===== src/sv/ngcs_pkg.sv =====
`default_nettype none
package ngcs_pkg;

  localparam int MUL_W = 64;
  localparam int DIV_W = 128;
  localparam int CFG_IDX_W = 2;
  localparam int CFG_DATA_W = 20;

  localparam logic [CFG_IDX_W-1:0] REG_ORIGIN_X = 2'd0;
  localparam logic [CFG_IDX_W-1:0] REG_ORIGIN_Y = 2'd1;
  localparam logic [CFG_IDX_W-1:0] REG_CELL_LOG2 = 2'd2;
  localparam logic [CFG_IDX_W-1:0] REG_MIN_POINTS = 2'd3;

  localparam logic [1:0] OP_ADD = 2'd0;
  localparam logic [1:0] OP_QUERY = 2'd1;
  localparam logic [1:0] OP_CLEAR = 2'd2;

  localparam logic [2:0] STATUS_OK = 3'd0;
  localparam logic [2:0] STATUS_OUTSIDE = 3'd1;
  localparam logic [2:0] STATUS_NOT_OCC = 3'd2;
  localparam logic [2:0] STATUS_SINGULAR = 3'd3;
  localparam logic [2:0] STATUS_SATURATED = 3'd4;

  // Kind of result the output register is loaded with.
  localparam logic [2:0] RES_ZERO = 3'd0;
  localparam logic [2:0] RES_OUTSIDE = 3'd1;
  localparam logic [2:0] RES_FULL = 3'd2;
  localparam logic [2:0] RES_ADD = 3'd3;
  localparam logic [2:0] RES_NOT_OCC = 3'd4;
  localparam logic [2:0] RES_SINGULAR = 3'd5;
  localparam logic [2:0] RES_OK = 3'd6;

  // Query micro-steps, run in this order on the shared multiplier and divider.
  localparam logic [3:0] STEP_XX_NS = 4'd0;
  localparam logic [3:0] STEP_XX_SS = 4'd1;
  localparam logic [3:0] STEP_XX_DIV = 4'd2;
  localparam logic [3:0] STEP_XY_NS = 4'd3;
  localparam logic [3:0] STEP_XY_SS = 4'd4;
  localparam logic [3:0] STEP_XY_DIV = 4'd5;
  localparam logic [3:0] STEP_YY_NS = 4'd6;
  localparam logic [3:0] STEP_YY_SS = 4'd7;
  localparam logic [3:0] STEP_YY_DIV = 4'd8;
  localparam logic [3:0] STEP_DET_A = 4'd9;
  localparam logic [3:0] STEP_DET_B = 4'd10;
  localparam logic [3:0] STEP_INV_XX = 4'd11;
  localparam logic [3:0] STEP_INV_XY = 4'd12;
  localparam logic [3:0] STEP_INV_YY = 4'd13;
  localparam logic [3:0] STEP_MEAN_X = 4'd14;
  localparam logic [3:0] STEP_MEAN_Y = 4'd15;
  localparam logic [3:0] STEP_LAST = STEP_MEAN_Y;

  typedef struct packed {
    logic [15:0] cnt;
    logic [35:0] sx;
    logic [35:0] sy;
    logic [54:0] sxx;
    logic [55:0] sxy;
    logic [54:0] syy;
  } ent_t;

  typedef struct packed {
    logic       load_item;
    logic       mem_write;
    logic       clear_run;
    logic       mul_start;
    logic       div_start;
    logic       latch;
    logic [3:0] step;
    logic       load_out;
    logic [2:0] res;
  } cmd_t;

  typedef struct packed {
    logic [1:0] op;
    logic       in_range;
    logic       cnt_full;
    logic       occupied;
    logic       det_pos;
    logic       mul_done;
    logic       div_done;
    logic       clear_done;
  } stat_t;

  function automatic logic step_is_div(input logic [3:0] step);
    logic r;
    case (step) inside
      STEP_XX_DIV, STEP_XY_DIV, STEP_YY_DIV, STEP_INV_XX, STEP_INV_XY, STEP_INV_YY,
      STEP_MEAN_X, STEP_MEAN_Y: r = 1'b1;
      default: r = 1'b0;
    endcase
    return r;
  endfunction

  function automatic logic [47:0] sat48(input logic [DIV_W-1:0] q);
    logic [47:0] r;
    if ((&q[DIV_W-1:47]) || !(|q[DIV_W-1:47])) r = q[47:0];
    else if (q[DIV_W-1]) r = {1'b1, 47'd0};
    else r = {1'b0, {47{1'b1}}};
    return r;
  endfunction

endpackage
`default_nettype wire


===== src/sv/ngcs_ctrl.sv =====
`default_nettype none
module ngcs_ctrl import ngcs_pkg::*; (
  input  logic  clk,
  input  logic  rst,
  input  logic  item_valid,
  output logic  item_stall,
  output logic  result_valid,
  input  logic  result_stall,
  input  stat_t stat,
  output cmd_t  cmd
);
  localparam logic [2:0] ST_RCLR = 3'd0;
  localparam logic [2:0] ST_IDLE = 3'd1;
  localparam logic [2:0] ST_EXEC = 3'd2;
  localparam logic [2:0] ST_CLR = 3'd3;
  localparam logic [2:0] ST_MSTART = 3'd4;
  localparam logic [2:0] ST_MWAIT = 3'd5;
  localparam logic [2:0] ST_CHKDET = 3'd6;
  localparam logic [2:0] ST_FIN = 3'd7;

  logic [2:0] state, state_next;
  logic [3:0] step, step_next;
  logic [2:0] res_hold, res_hold_next;
  logic out_free;

  assign out_free = !result_valid || !result_stall;
  assign item_stall = state != ST_IDLE;

  always_comb begin
    state_next = state;
    step_next = step;
    res_hold_next = res_hold;
    cmd = '0;
    cmd.step = step;
    unique case (state)
      ST_RCLR: begin
        cmd.clear_run = 1'b1;
        if (stat.clear_done) state_next = ST_IDLE;
      end
      ST_IDLE: begin
        if (item_valid) begin
          cmd.load_item = 1'b1;
          state_next = ST_EXEC;
        end
      end
      ST_EXEC: begin
        if (stat.op == OP_CLEAR) state_next = ST_CLR;
        else if (stat.op == OP_QUERY && stat.in_range && stat.occupied) begin
          step_next = STEP_XX_NS;
          state_next = ST_MSTART;
        end else if (out_free) begin
          cmd.load_out = 1'b1;
          state_next = ST_IDLE;
          if (stat.op == OP_ADD) begin
            if (!stat.in_range) cmd.res = RES_OUTSIDE;
            else if (stat.cnt_full) cmd.res = RES_FULL;
            else begin
              cmd.res = RES_ADD;
              cmd.mem_write = 1'b1;
            end
          end else if (stat.op == OP_QUERY) begin
            cmd.res = stat.in_range ? RES_NOT_OCC : RES_OUTSIDE;
          end else cmd.res = RES_ZERO;
        end
      end
      ST_CLR: begin
        cmd.clear_run = 1'b1;
        if (stat.clear_done) begin
          res_hold_next = RES_ZERO;
          state_next = ST_FIN;
        end
      end
      ST_MSTART: begin
        if (step_is_div(step)) cmd.div_start = 1'b1;
        else cmd.mul_start = 1'b1;
        state_next = ST_MWAIT;
      end
      ST_MWAIT: begin
        if (stat.mul_done || stat.div_done) begin
          cmd.latch = 1'b1;
          if (step == STEP_DET_B) state_next = ST_CHKDET;
          else if (step == STEP_LAST) begin
            res_hold_next = RES_OK;
            state_next = ST_FIN;
          end else begin
            step_next = step + 4'd1;
            state_next = ST_MSTART;
          end
        end
      end
      ST_CHKDET: begin
        if (stat.det_pos) begin
          step_next = step + 4'd1;
          state_next = ST_MSTART;
        end else begin
          res_hold_next = RES_SINGULAR;
          state_next = ST_FIN;
        end
      end
      ST_FIN: begin
        if (out_free) begin
          cmd.load_out = 1'b1;
          cmd.res = res_hold;
          state_next = ST_IDLE;
        end
      end
      default: state_next = ST_IDLE;
    endcase
  end

  always_ff @(posedge clk) begin
    if (rst) begin
      state <= ST_RCLR;
      step <= STEP_XX_NS;
      res_hold <= RES_ZERO;
      result_valid <= 1'b0;
    end else begin
      state <= state_next;
      step <= step_next;
      res_hold <= res_hold_next;
      if (cmd.load_out) result_valid <= 1'b1;
      else if (!result_stall) result_valid <= 1'b0;
    end
  end

  a_one_unit: assert property (@(posedge clk) disable iff (rst)
    !(cmd.mul_start && cmd.div_start))
    else $error("multiplier and divider started together");

  a_no_overwrite: assert property (@(posedge clk) disable iff (rst)
    (result_valid && result_stall) |-> !cmd.load_out)
    else $error("pending result overwritten");

  a_done_expected: assert property (@(posedge clk) disable iff (rst)
    (stat.mul_done || stat.div_done) |-> (state == ST_MWAIT))
    else $error("arithmetic unit finished outside a query step");
endmodule
`default_nettype wire


===== config.mk =====
export PLATFORM = sky130hd
export DESIGN_NAME = ngcs_ctrl
export DESIGN_NICKNAME = d
export VERILOG_FILES = /design/src/sv/ngcs_pkg.sv /design/src/sv/ngcs_ctrl.sv
export SDC_FILE = /design/constraint.sdc
export NUM_CORES = 1
export LEC_CHECK = 0
export BUFFER_PORTS_ARGS = -buffer_cell sky130_fd_sc_hd__buf_2
export CORE_MARGIN = 3
export CORE_UTILIZATION = 35
export DETAILED_ROUTE_END_ITERATION = 8
export GPL_ROUTABILITY_DRIVEN = 0
export GPL_TIMING_DRIVEN = 1
export PLACE_DENSITY = 0.54
export SYNTH_ARGS = -nofsm -noshare
export SYNTH_HDL_FRONTEND = slang
export SYNTH_SLANG_ARGS = --single-unit

===== constraint.sdc =====
create_clock -name clk -period 1.7 [get_ports clk]
set_input_delay 0.255 -clock clk [delete_from_list [all_inputs] [get_ports clk]]
set_output_delay 0.255 -clock clk [all_outputs]
set_load 0.02 [all_outputs]

==> flow_summary_export.csv, run 1 <==
group,metric,value,unit
placement,postPlaceCellArea,0.00131,mm²
pwr,switchingPower,190,µW
finish,fin_cells,210,
timing,fin_tns_setup,-1.13,ns
detailed_routing,antenna_left,0,
detailed_routing,num_vias,1194,
clock_tree,cts_tree,"yes",
clock_tree,cts_root_buffer,"clkbuf_4",
clock_tree,cts_buffer_depth,2,
critical_path,cp-start-kind,"flop",
floorplanning,initial_utilization,38.5,%
hold_path,hp-class,"input pin to flop",
floorplanning,coreArea,0.00261,mm²
critical_path,path_cells,"buf_6, or2_4, o32a_1, nor3_2, buf_4",
critical_path,worst_ep_arrival_time,1.62,ns
finish,fin_nets,198,
synthesis,seq_area_frac_synth,21.9,%
synthesis,yosysUniqueCellTypes,50,
clock_tree,clk_latency,0.28,ns
run_status,violations,"negative setup slack",
detailed_routing,drtIter0Drc,83,
detailed_routing,via_per_inst,5.69,
clock_tree,cts_sinks,11,
synthesis,synth.avg_cell_area,7.55,µm²
timing,setup_viol,7,
finish,post-route-util,58.2,%
grt,grt_pass1_vias,1084,
synthesis,ys.warnings.count,0,
clock_tree,numCtsBuffers,3,
pwr,swShare,31.5,%
finish,final_common_cell,"buf_4",
timing,finalWorstSetupSlack,-0.179,ns
synthesis,ys_ff_latch,11,
timing,finalMaxSlewViolations,0,
pwr,internal-power,413,µW
pwr,peakVddDrop,0.000404,V
floorplanning,num_rows,18,
finish,drive_gt1_share,49.4,%
grt,grt_overflow_total,0,
grt,track_usage,19.4,%
clock_tree,cts_htree_levels,1,
timing,worstMarginPinSlew,0.536,ns
placement,portBuffers,28,
pwr,power_density,397,mW/mm²
critical_path,slowest_delay,0.36,ns
timing,rsz0062_at_grt,"yes",
grt,antenna_found_initial,0,
placement,dp.final_hpwl,2310,µm
synthesis,synth_edf_count,0,
pwr,leakagePower,0.614,nW
floorplanning,die_h,59.6,µm
timing,clock_skew,0.00770,ns
synthesis,synth_ff_type,"dfxtp_1",
detailed_routing,drtPass1Iterations,5,
critical_path,critPathKind,"flop to primary output",
floorplanning,fp.dieW,59.6,µm
critical_path,crit_slowest_cell,"dfxtp_4",
synthesis,synth_nets,150,
synthesis,syn_inst,133,
grt,grt_max_degree,14,
finish,fin_area,0.00152,mm²
finish,layout_common_cells,"26 x buf_4, 21 x buf_2, 15 x nand2_1",
finish,area_delta_synth_final,51.3,%
detailed_routing,wl_per_cell,14.9,µm
critical_path,critPathRequiredTime,1.44,ns
job,max_cap_violations,0,
timing,timing_hold_violations_final,0,
grt,grt_pass1_wl,5230,µm
floorplanning,pin_count,29,
placement,place_ws,-0.0335,ns
detailed_routing,routed_wl,3140,µm
pwr,combinationalPowerShare,24.3,%
timing,period_needed,1.88,ns
run_status,status,"complete, but fails checks",
placement,place_inst,201,
synthesis,synthTopCellsByArea,"dfxtp_1 22%, nand2_1 5.6%, ha_1 5.0%",
timing,fmax,532,MHz
pwr,pwr-share-seq,42.9,%
timing,slew_headroom,64.2,%
critical_path,crit_fanout,5,
timing,fin_crit_sh,111,%
detailed_routing,drc,0,
floorplanning,dieArea,0.00355,mm²
clock_tree,cts.clk_slew.worst_paths,0.09,ns
finish,n_antenna_cell,0,
synthesis,synthArstFlopShare,0,%
critical_path,crit_path_end_kind,"primary output",
pwr,clkPwrFrac,32.7,%
synthesis,synth_top_area_share,21.9,%
synthesis,synth_area,0.00100,mm²
synthesis,synth_top_area_cell,"dfxtp_1",
## kinds of logic (layout without fill, tap and decap cells)
family,count (synthesis),count (layout),share of synthesized area [%]
AOI/OAI and AO/OA,37,37,28.9
adders and majority gates,4,4,4.98
buffers and inverters,18,65,7.97
DFF,11,11,21.9
muxes,4,4,3.99
and+or+nand+nor,59,59,32.3
## cell usage after synthesis, types with 2 or more instances
cell type,number
a21oi_2,2
o211ai_1,2
buf_2,4
a22oi_1,2
a2bb2oi_1,2
nand2_1,15
inv_1,8
nor4_1,2
nand2b_1,6
a21oi_1,7
nor3_1,6
a22o_1,2
clkbuf_1,3
dfxtp_1,11
and3_1,4
nor2b_1,3
o21ai_1,5
mux2i_1,4
or2_1,2
ha_1,4
nand3_1,2
nor2_1,8
nor3b_1,2
## final timing paths
kind / from / endpoint / slack [ns] / cells after the start
max reg2reg: state[2] / state[0] / 0.13 / 4
max: state[0] / cmd[0] / -0.18 / 5
min: stat[1] / state[2] / 0.26 / 3
min reg2reg: res_hold[1] / res_hold[1] / 0.52 / 2
## registers in the layout, indices dropped and copies added (netlist names)
register / cells
state: 3
step: 4
res_hold: 3
result_valid: 1
## power groups by stage
| stage | sequential [mW] | combinational (mW) | clock, mW |
|---|---|---|---|
| finish | 0.259 | 0.147 | 0.197 |
| global route | 0.259 | 0.160 | 0.222 |
| floorplan | 0.269 | 0.0685 | 0 |
| global placement | 0.271 | 0.117 | 0 |
| detailed placement | 0.270 | 0.120 | 0 |
| CTS | 0.260 | 0.128 | 0.206 |
## worst max-delay path, delay by kind of cell, from the launching register on
kind	cells	cell delay (ns)
AOI/OAI and AO/OA	1	0.35
buffers and inverters	2	0.28
and+or+nand+nor	2	0.35
DFF	1	0.36
## stage by stage
stage                     hold slack (ns)  power (mW)
final                               0.257       0.604
after global routing                0.257       0.641
after CTS                           0.249       0.595
after detailed placement            0.515       0.391
after global placement              0.488       0.388
after floorplan                     0.428       0.337
## layout make-up
type                    instances  area [µm²]
fillers                       253        1090
multi-input cells             104         823
repair buffers                 52         357
flip-flops and latches         11         236
inverters                       9        38.8
well taps                      30        37.5
clock buffers                   3        22.5
clock inverters                 1        5.00
## layer usage
layer / global-route usage [%] / vias to the layer above / routed length, µm
met3: 4.14 / 4 / 218
met2: 29.0 / 36 / 1490
met1: 28.2 / 579 / 1400
met5: 0 / - / 0
li1: - / 575 / -
met4: 4.43 / 0 / 23
## what timing repair did
item                                    4_1_cts  5_1_grt
gates resized for setup                      30       11
setup buffers                                 3        2
endpoints found under the setup margin        9       10
pin swaps                                     5        2
hold buffers                                  0        0
Note: power is estimated with default switching activity, not from simulation.
==> run 2, diff against run 1 <==
Settings changed: ABC_AREA from default to 1, REMOVE_ABC_BUFFERS from default to 1.
==> flow_summary_export.csv, run 2 <==
group,metric,value,unit
finish,n_antenna_cell,0,
finish,layout_common_cells,"29 x nand2_1, 25 x buf_2, 21 x nand3_1",
floorplanning,fp.dieW,58.7,µm
floorplanning,die_h,58.7,µm
job,max_cap_violations,0,
synthesis,synth_commonest_cells,"30 x nand2_1, 23 x inv_1, 21 x nand3_1",
detailed_routing,drtIter0Drc,62,
detailed_routing,drtPass1Iterations,4,
timing,clock_skew,0.00450,ns
placement,portBuffers,28,
critical_path,crit_path_end_kind,"primary output",
critical_path,worst_ep_arrival_time,1.41,ns
pwr,clkPwrFrac,23.7,%
critical_path,critPathKind,"flop to primary output",
floorplanning,dieArea,0.00345,mm²
synthesis,synth_edf_count,0,
run_status,status,"finished, final reports clean",
synthesis,ys_ff_latch,11,
clock_tree,cts_root_buffer,"clkbuf_4",
timing,setup_viol,0,
pwr,leakagePower,0.642,nW
critical_path,slowest_delay,0.38,ns
detailed_routing,via_per_inst,5.08,
floorplanning,pin_count,29,
finish,top_register,"step",
pwr,pwr-share-seq,39.5,%
placement,dp.final_hpwl,2120,µm
detailed_routing,num_vias,1143,
timing,timing_hold_violations_final,0,
clock_tree,cts_sinks,11,
synthesis,synth_top_area_cell,"dfxtp_1",
critical_path,cp_top_family,"flip-flops",
timing,fin_crit_sh,97.7,%
timing,finalWorstSetupSlack,0.0398,ns
pwr,combinationalPowerShare,36.8,%
timing,finalMaxSlewViolations,0,
pwr,peakVddDrop,0.000382,V
grt,grt_pass1_wl,4200,µm
timing,worstMarginPinSlew,0.235,ns
synthesis,synth.avg_cell_area,6.24,µm²
synthesis,synth_top_area_share,22.6,%
grt,grt_max_degree,10,
critical_path,crit_fanout,5,
finish,fin_area,0.00135,mm²
floorplanning,num_rows,18,
synthesis,synthArstFlopShare,0,%
clock_tree,numCtsBuffers,3,
clock_tree,clk_latency,0.27,ns
detailed_routing,antenna_left,0,
clock_tree,cts.clk_slew.worst_paths,0.07,ns
timing,rsz0062_at_grt,"yes",
grt,grt_pass1_vias,1001,
finish,reg.largest.list,"step (4), res_hold (3), state (3)",
synthesis,seq_area_frac_synth,22.6,%
grt,grt_overflow_total,0,
grt,track_usage,15.5,%
clock_tree,cts_htree_levels,1,
synthesis,ys.warnings.count,0,
floorplanning,initial_utilization,37.9,%
critical_path,path_cells,"buf_6, ha_4, nand2_2, o211ai_1, nor3_1, buf_2",
placement,place_ws,0.166,ns
synthesis,yosysUniqueCellTypes,27,
clock_tree,cts_buffer_depth,2,
finish,area_delta_synth_final,38.3,%
finish,largest_reg_flops,4,
finish,fillers,268,
timing,fmax,602,MHz
synthesis,synth_most_common_cell,"nand2_1",
synthesis,synth_ff_type,"dfxtp_1",
finish,fin_nets,213,
pwr,switchingPower,283,µW
detailed_routing,routed_wl,2730,µm
clock_tree,cts_tree,"yes",
critical_path,crit_slowest_cell,"dfxtp_4",
timing,slew_headroom,84.1,%
detailed_routing,drc,0,
finish,drive_gt1_share,36.4,%
clock_tree,holdBufCountCts,0,
synthesis,synth_area,973,µm²
pwr,swShare,37.4,%
detailed_routing,wl_per_cell,12.1,µm
finish,final_common_cell,"nand2_1",
critical_path,critPathRequiredTime,1.44,ns
synthesis,synthTopCellsByArea,"dfxtp_1 23%, nand2_1 12%, nand3_1 11%",
synthesis,syn_inst,156,
critical_path,r2r_slack,0.31,ns
timing,period_needed,1.66,ns
placement,postPlaceCellArea,0.00116,mm²
grt,antenna_found_initial,0,
hold_path,hp-class,"input pin to flop",
pwr,internal-power,475,µW
critical_path,crit_buf_inv,2,
critical_path,cp-start-kind,"flop",
pwr,power_density,564,mW/mm²
floorplanning,coreArea,0.00257,mm²
-- run 2: changes by cell type in the layout (fill, tap and decap cells not counted), moves of 7 or more --
cell     before  now
buf_4        26    9
a21oi_1       6   13
nor2_1        6   16
nand2_1      15   29
inv_1         6   19
nand3_1       2   21
-- run 2: path summary, 6_finish.rpt --
path,startpoint,endpoint,cells after the start
setup / recovery,step[0],cmd[10],6
hold / removal,rst,state[1],2
setup reg to reg,step[0],res_hold[0],8
hold reg to reg,res_hold[1],res_hold[1],2
-- run 2: cells by family after synthesis --
| logic type | Yosys count | share of synthesized area, % |
|---|---|---|
| buf+inv | 28 | 11.7 |
| simple gates | 88 | 46.3 |
| compound gates | 24 | 13.4 |
| fa+ha+maj | 4 | 5.14 |
| xor+xnor | 1 | 0.900 |
| flops | 11 | 22.6 |
-- run 2: metrics by stage --
stage                     util [%]  TNS [ns]  power (mW)  cells  hold slack, ns
after global routing          52.4   -0.0930       0.818    225           0.254
final                         52.4         0       0.759    225           0.237
after CTS                     49.1  -0.00421       0.734    223           0.236
after detailed placement      45.2         0       0.528    215           0.461
after floorplan                  -   -0.0653       0.453    153           0.324
after global placement        45.2         0       0.528    215           0.457
-- run 2: routing by layer --
layer	part of all wire, %	GRT usage [%]	up-vias
li1	-	-	596
met4	0.51	6.15	0
met3	5.4	2.19	2
met2	46	23.7	34
met1	49	21.8	511
met5	0	0	-
-- run 2: cell type report --
type	count	area [µm²]	share of cell area, %
Multi-Input combinational cell	117	702	52.1
Sequential cell	11	239	17.8
Timing Repair Buffer	38	238	17.7
Inverter	25	104	7.71
Tap cell	30	37.5	2.79
Clock buffer	4	26.3	1.95
-- run 2: power groups by stage --
stage	clock network, mW	registers [mW]	logic [mW]
4_1_cts	0.187	0.292	0.254
2_1_floorplan	0	0.302	0.151
6_report	0.180	0.299	0.279
3_3_place_gp	0	0.297	0.231
3_5_place_dp	0	0.297	0.231
5_1_grt	0.207	0.302	0.310
-- run 2: worst reg2reg max path: stages (launching register included) --
cell and delay (ns):
dfxtp_4 0.41, ha_4 0.16, nand3_1 0.10, inv_1 0.07, nor2_1 0.03, nor2_1 0.17
nand4_1 0.17, nand2_1 0.09, a21oi_1 0.06
-- run 2: timing repair --
| item | in CTS | in global routing |
|---|---|---|
| pin swaps | 4 | 5 |
| hold endpoints to repair | 0 | 0 |
| endpoints found under the setup margin | 6 | 6 |
| gates resized for setup | 16 | 22 |
| buffers inserted | 4 | 2 |
| gates cloned | 0 | 0 |
==> run 3, diff against run 2 <==
Settings changed: ABC_AREA 1 to default, CAP_MARGIN from default to 40.
==> flow_summary_export.csv, run 3 (synthesized netlist as in run 1, its figures left out) <==
group,metric,value,unit
clock_tree,cts_htree_levels,1,
critical_path,crit_fanout,6,
finish,fillers,215,
timing,setup_viol,8,
placement,postPlaceCellArea,0.00126,mm²
timing,period_needed,1.90,ns
run_status,status,"complete, but fails checks",
critical_path,setup.worst_path.start,"state[0]",
run_status,violations,"negative setup slack",
clock_tree,cts.clk_slew.worst_paths,0.09,ns
detailed_routing,via_per_inst,5.47,
critical_path,crit_path_end_kind,"primary output",
pwr,power_density,394,mW/mm²
clock_tree,holdBufCountCts,0,
pwr,leakagePower,0.633,nW
floorplanning,initial_utilization,38.5,%
job,max_cap_violations,0,
grt,grt.met3_usage,2.83,%
finish,top_register,"step",
detailed_routing,routed_wl,3120,µm
grt,use_met2,26.1,%
critical_path,timing.rr.start,"state[0]",
hold_path,min-delay-start,"stat[2]",
detailed_routing,drtPass1Iterations,4,
detailed_routing,drc,0,
floorplanning,pin_count,29,
timing,slew_headroom,67.9,%
critical_path,cp-start-kind,"flop",
finish,area_delta_synth_final,56.9,%
critical_path,r2r_slack,0.08,ns
finish,fin_nets,199,
critical_path,critPathRequiredTime,1.44,ns
finish,largest_reg_flops,4,
finish,final_common_cell,"buf_4",
clock_tree,clk_latency,0.29,ns
grt,use_met1,24.4,%
detailed_routing,num_vias,1155,
placement,place_ws,-0.0137,ns
critical_path,critPathKind,"flop to primary output",
timing,fin_crit_sh,112,%
clock_tree,cts_tree,"yes",
floorplanning,coreArea,0.00261,mm²
detailed_routing,wl_per_cell,14.8,µm
placement,portBuffers,28,
grt,grt_max_degree,22,
grt,busiest_layer,"met2",
clock_tree,cts_sinks,11,
grt,grt_overflow_total,0,
critical_path,reg2reg_to,"step[1]",
placement,dp.final_hpwl,2170,µm
timing,finalWorstSetupSlack,-0.198,ns
timing,clock_skew,0.0114,ns
timing,rsz0062_at_grt,"yes",
clock_tree,cts_buffer_depth,2,
finish,fin_area,0.00158,mm²
floorplanning,dieArea,0.00355,mm²
finish,fin_cells,211,
timing,fmax,527,MHz
timing,worstMarginPinSlew,0.482,ns
floorplanning,num_rows,18,
critical_path,reg2reg_depth,6,
grt,grt_pass1_wl,4590,µm
grt,track_usage,17.2,%
placement,place_inst,197,
finish,reg.largest.list,"step (4), res_hold (3), state (3)",
finish,drive_gt1_share,50.8,%
detailed_routing,drtIter0Drc,54,
detailed_routing,antenna_left,0,
finish,n_antenna_cell,0,
hold_path,hp-class,"input pin to flop",
floorplanning,die_h,59.6,µm
timing,timing_hold_violations_final,0,
grt,grt_pass1_vias,985,
finish,layout_common_cells,"28 x buf_4, 19 x buf_2, 15 x nand2_1",
critical_path,worstSetupEndpoint,"cmd[0]",
floorplanning,fp.dieW,59.6,µm
timing,finalMaxSlewViolations,0,
clock_tree,numCtsBuffers,3,
clock_tree,cts_root_buffer,"clkbuf_4",
grt,antenna_found_initial,0,
critical_path,worst_ep_arrival_time,1.64,ns
pwr,peakVddDrop,0.000411,V
-- run 3: metrics by stage --
stage                     TNS (ns)  util, %  total power [mW]  hold slack (ns)
after floorplan              -1.07        -             0.328            0.324
after global placement           0     48.3             0.385            0.487
after detailed placement   -0.0351     48.3             0.386            0.496
after CTS                    -1.01     53.5             0.569            0.269
after global routing         -1.67     60.3             0.647            0.283
final                        -1.18     60.3             0.621            0.258
-- run 3: metal layers --
metal	wire length, µm	share of wire (%)	up-vias
met1	1420	45	534
met2	1490	48	36
met5	0	0	-
met4	33	1.1	0
met3	174	5.6	4
li1	-	-	581
-- run 3: worst min-delay path by stage --
| stage | cells past startpoint | endpoint | slack [ns] |
|---|---|---|---|
| floorplan | 1 | res_hold[0] | 0.32 |
| global placement | 2 | res_hold[1] | 0.49 |
| detailed placement | 2 | res_hold[1] | 0.50 |
| CTS | 2 | res_hold[1] | 0.27 |
| global route | 3 | state[2] | 0.28 |
| finish | 3 | state[2] | 0.26 |
-- run 3: what timing repair did --
action,4_1_cts,5_1_grt
pin swaps,3,6
gates cloned,0,1
endpoints found under the setup margin,9,11
resized for setup,27,23
setup buffers,2,7
-- run 3: report_power, final --
group          switching (mW)  internal [mW]  leakage [nW]  total, mW
logic                  0.0781         0.0847         0.523      0.163
registers             0.00420          0.257        0.0921      0.262
clock network           0.109         0.0876        0.0177      0.196
-- run 3: final cells by class --
cell class                 count  area (µm²)  area share (%)
clock buffer                   3        22.5            1.43
clock inverter                 1        5.00           0.317
multi-input combinational    104         845            53.6
timing repair buffer          53         399            25.3
tap                           30        37.5            2.38
sequential                    11         234            14.8
inverter                       9        33.8            2.14
-- run 3: critical path, stage by stage, from the launching register on --
cell and delay [ns]:
dfxtp_4 0.36, buf_12 0.13, or2_4 0.24, o32a_1 0.33, nor3_1 0.12, buf_2 0.19
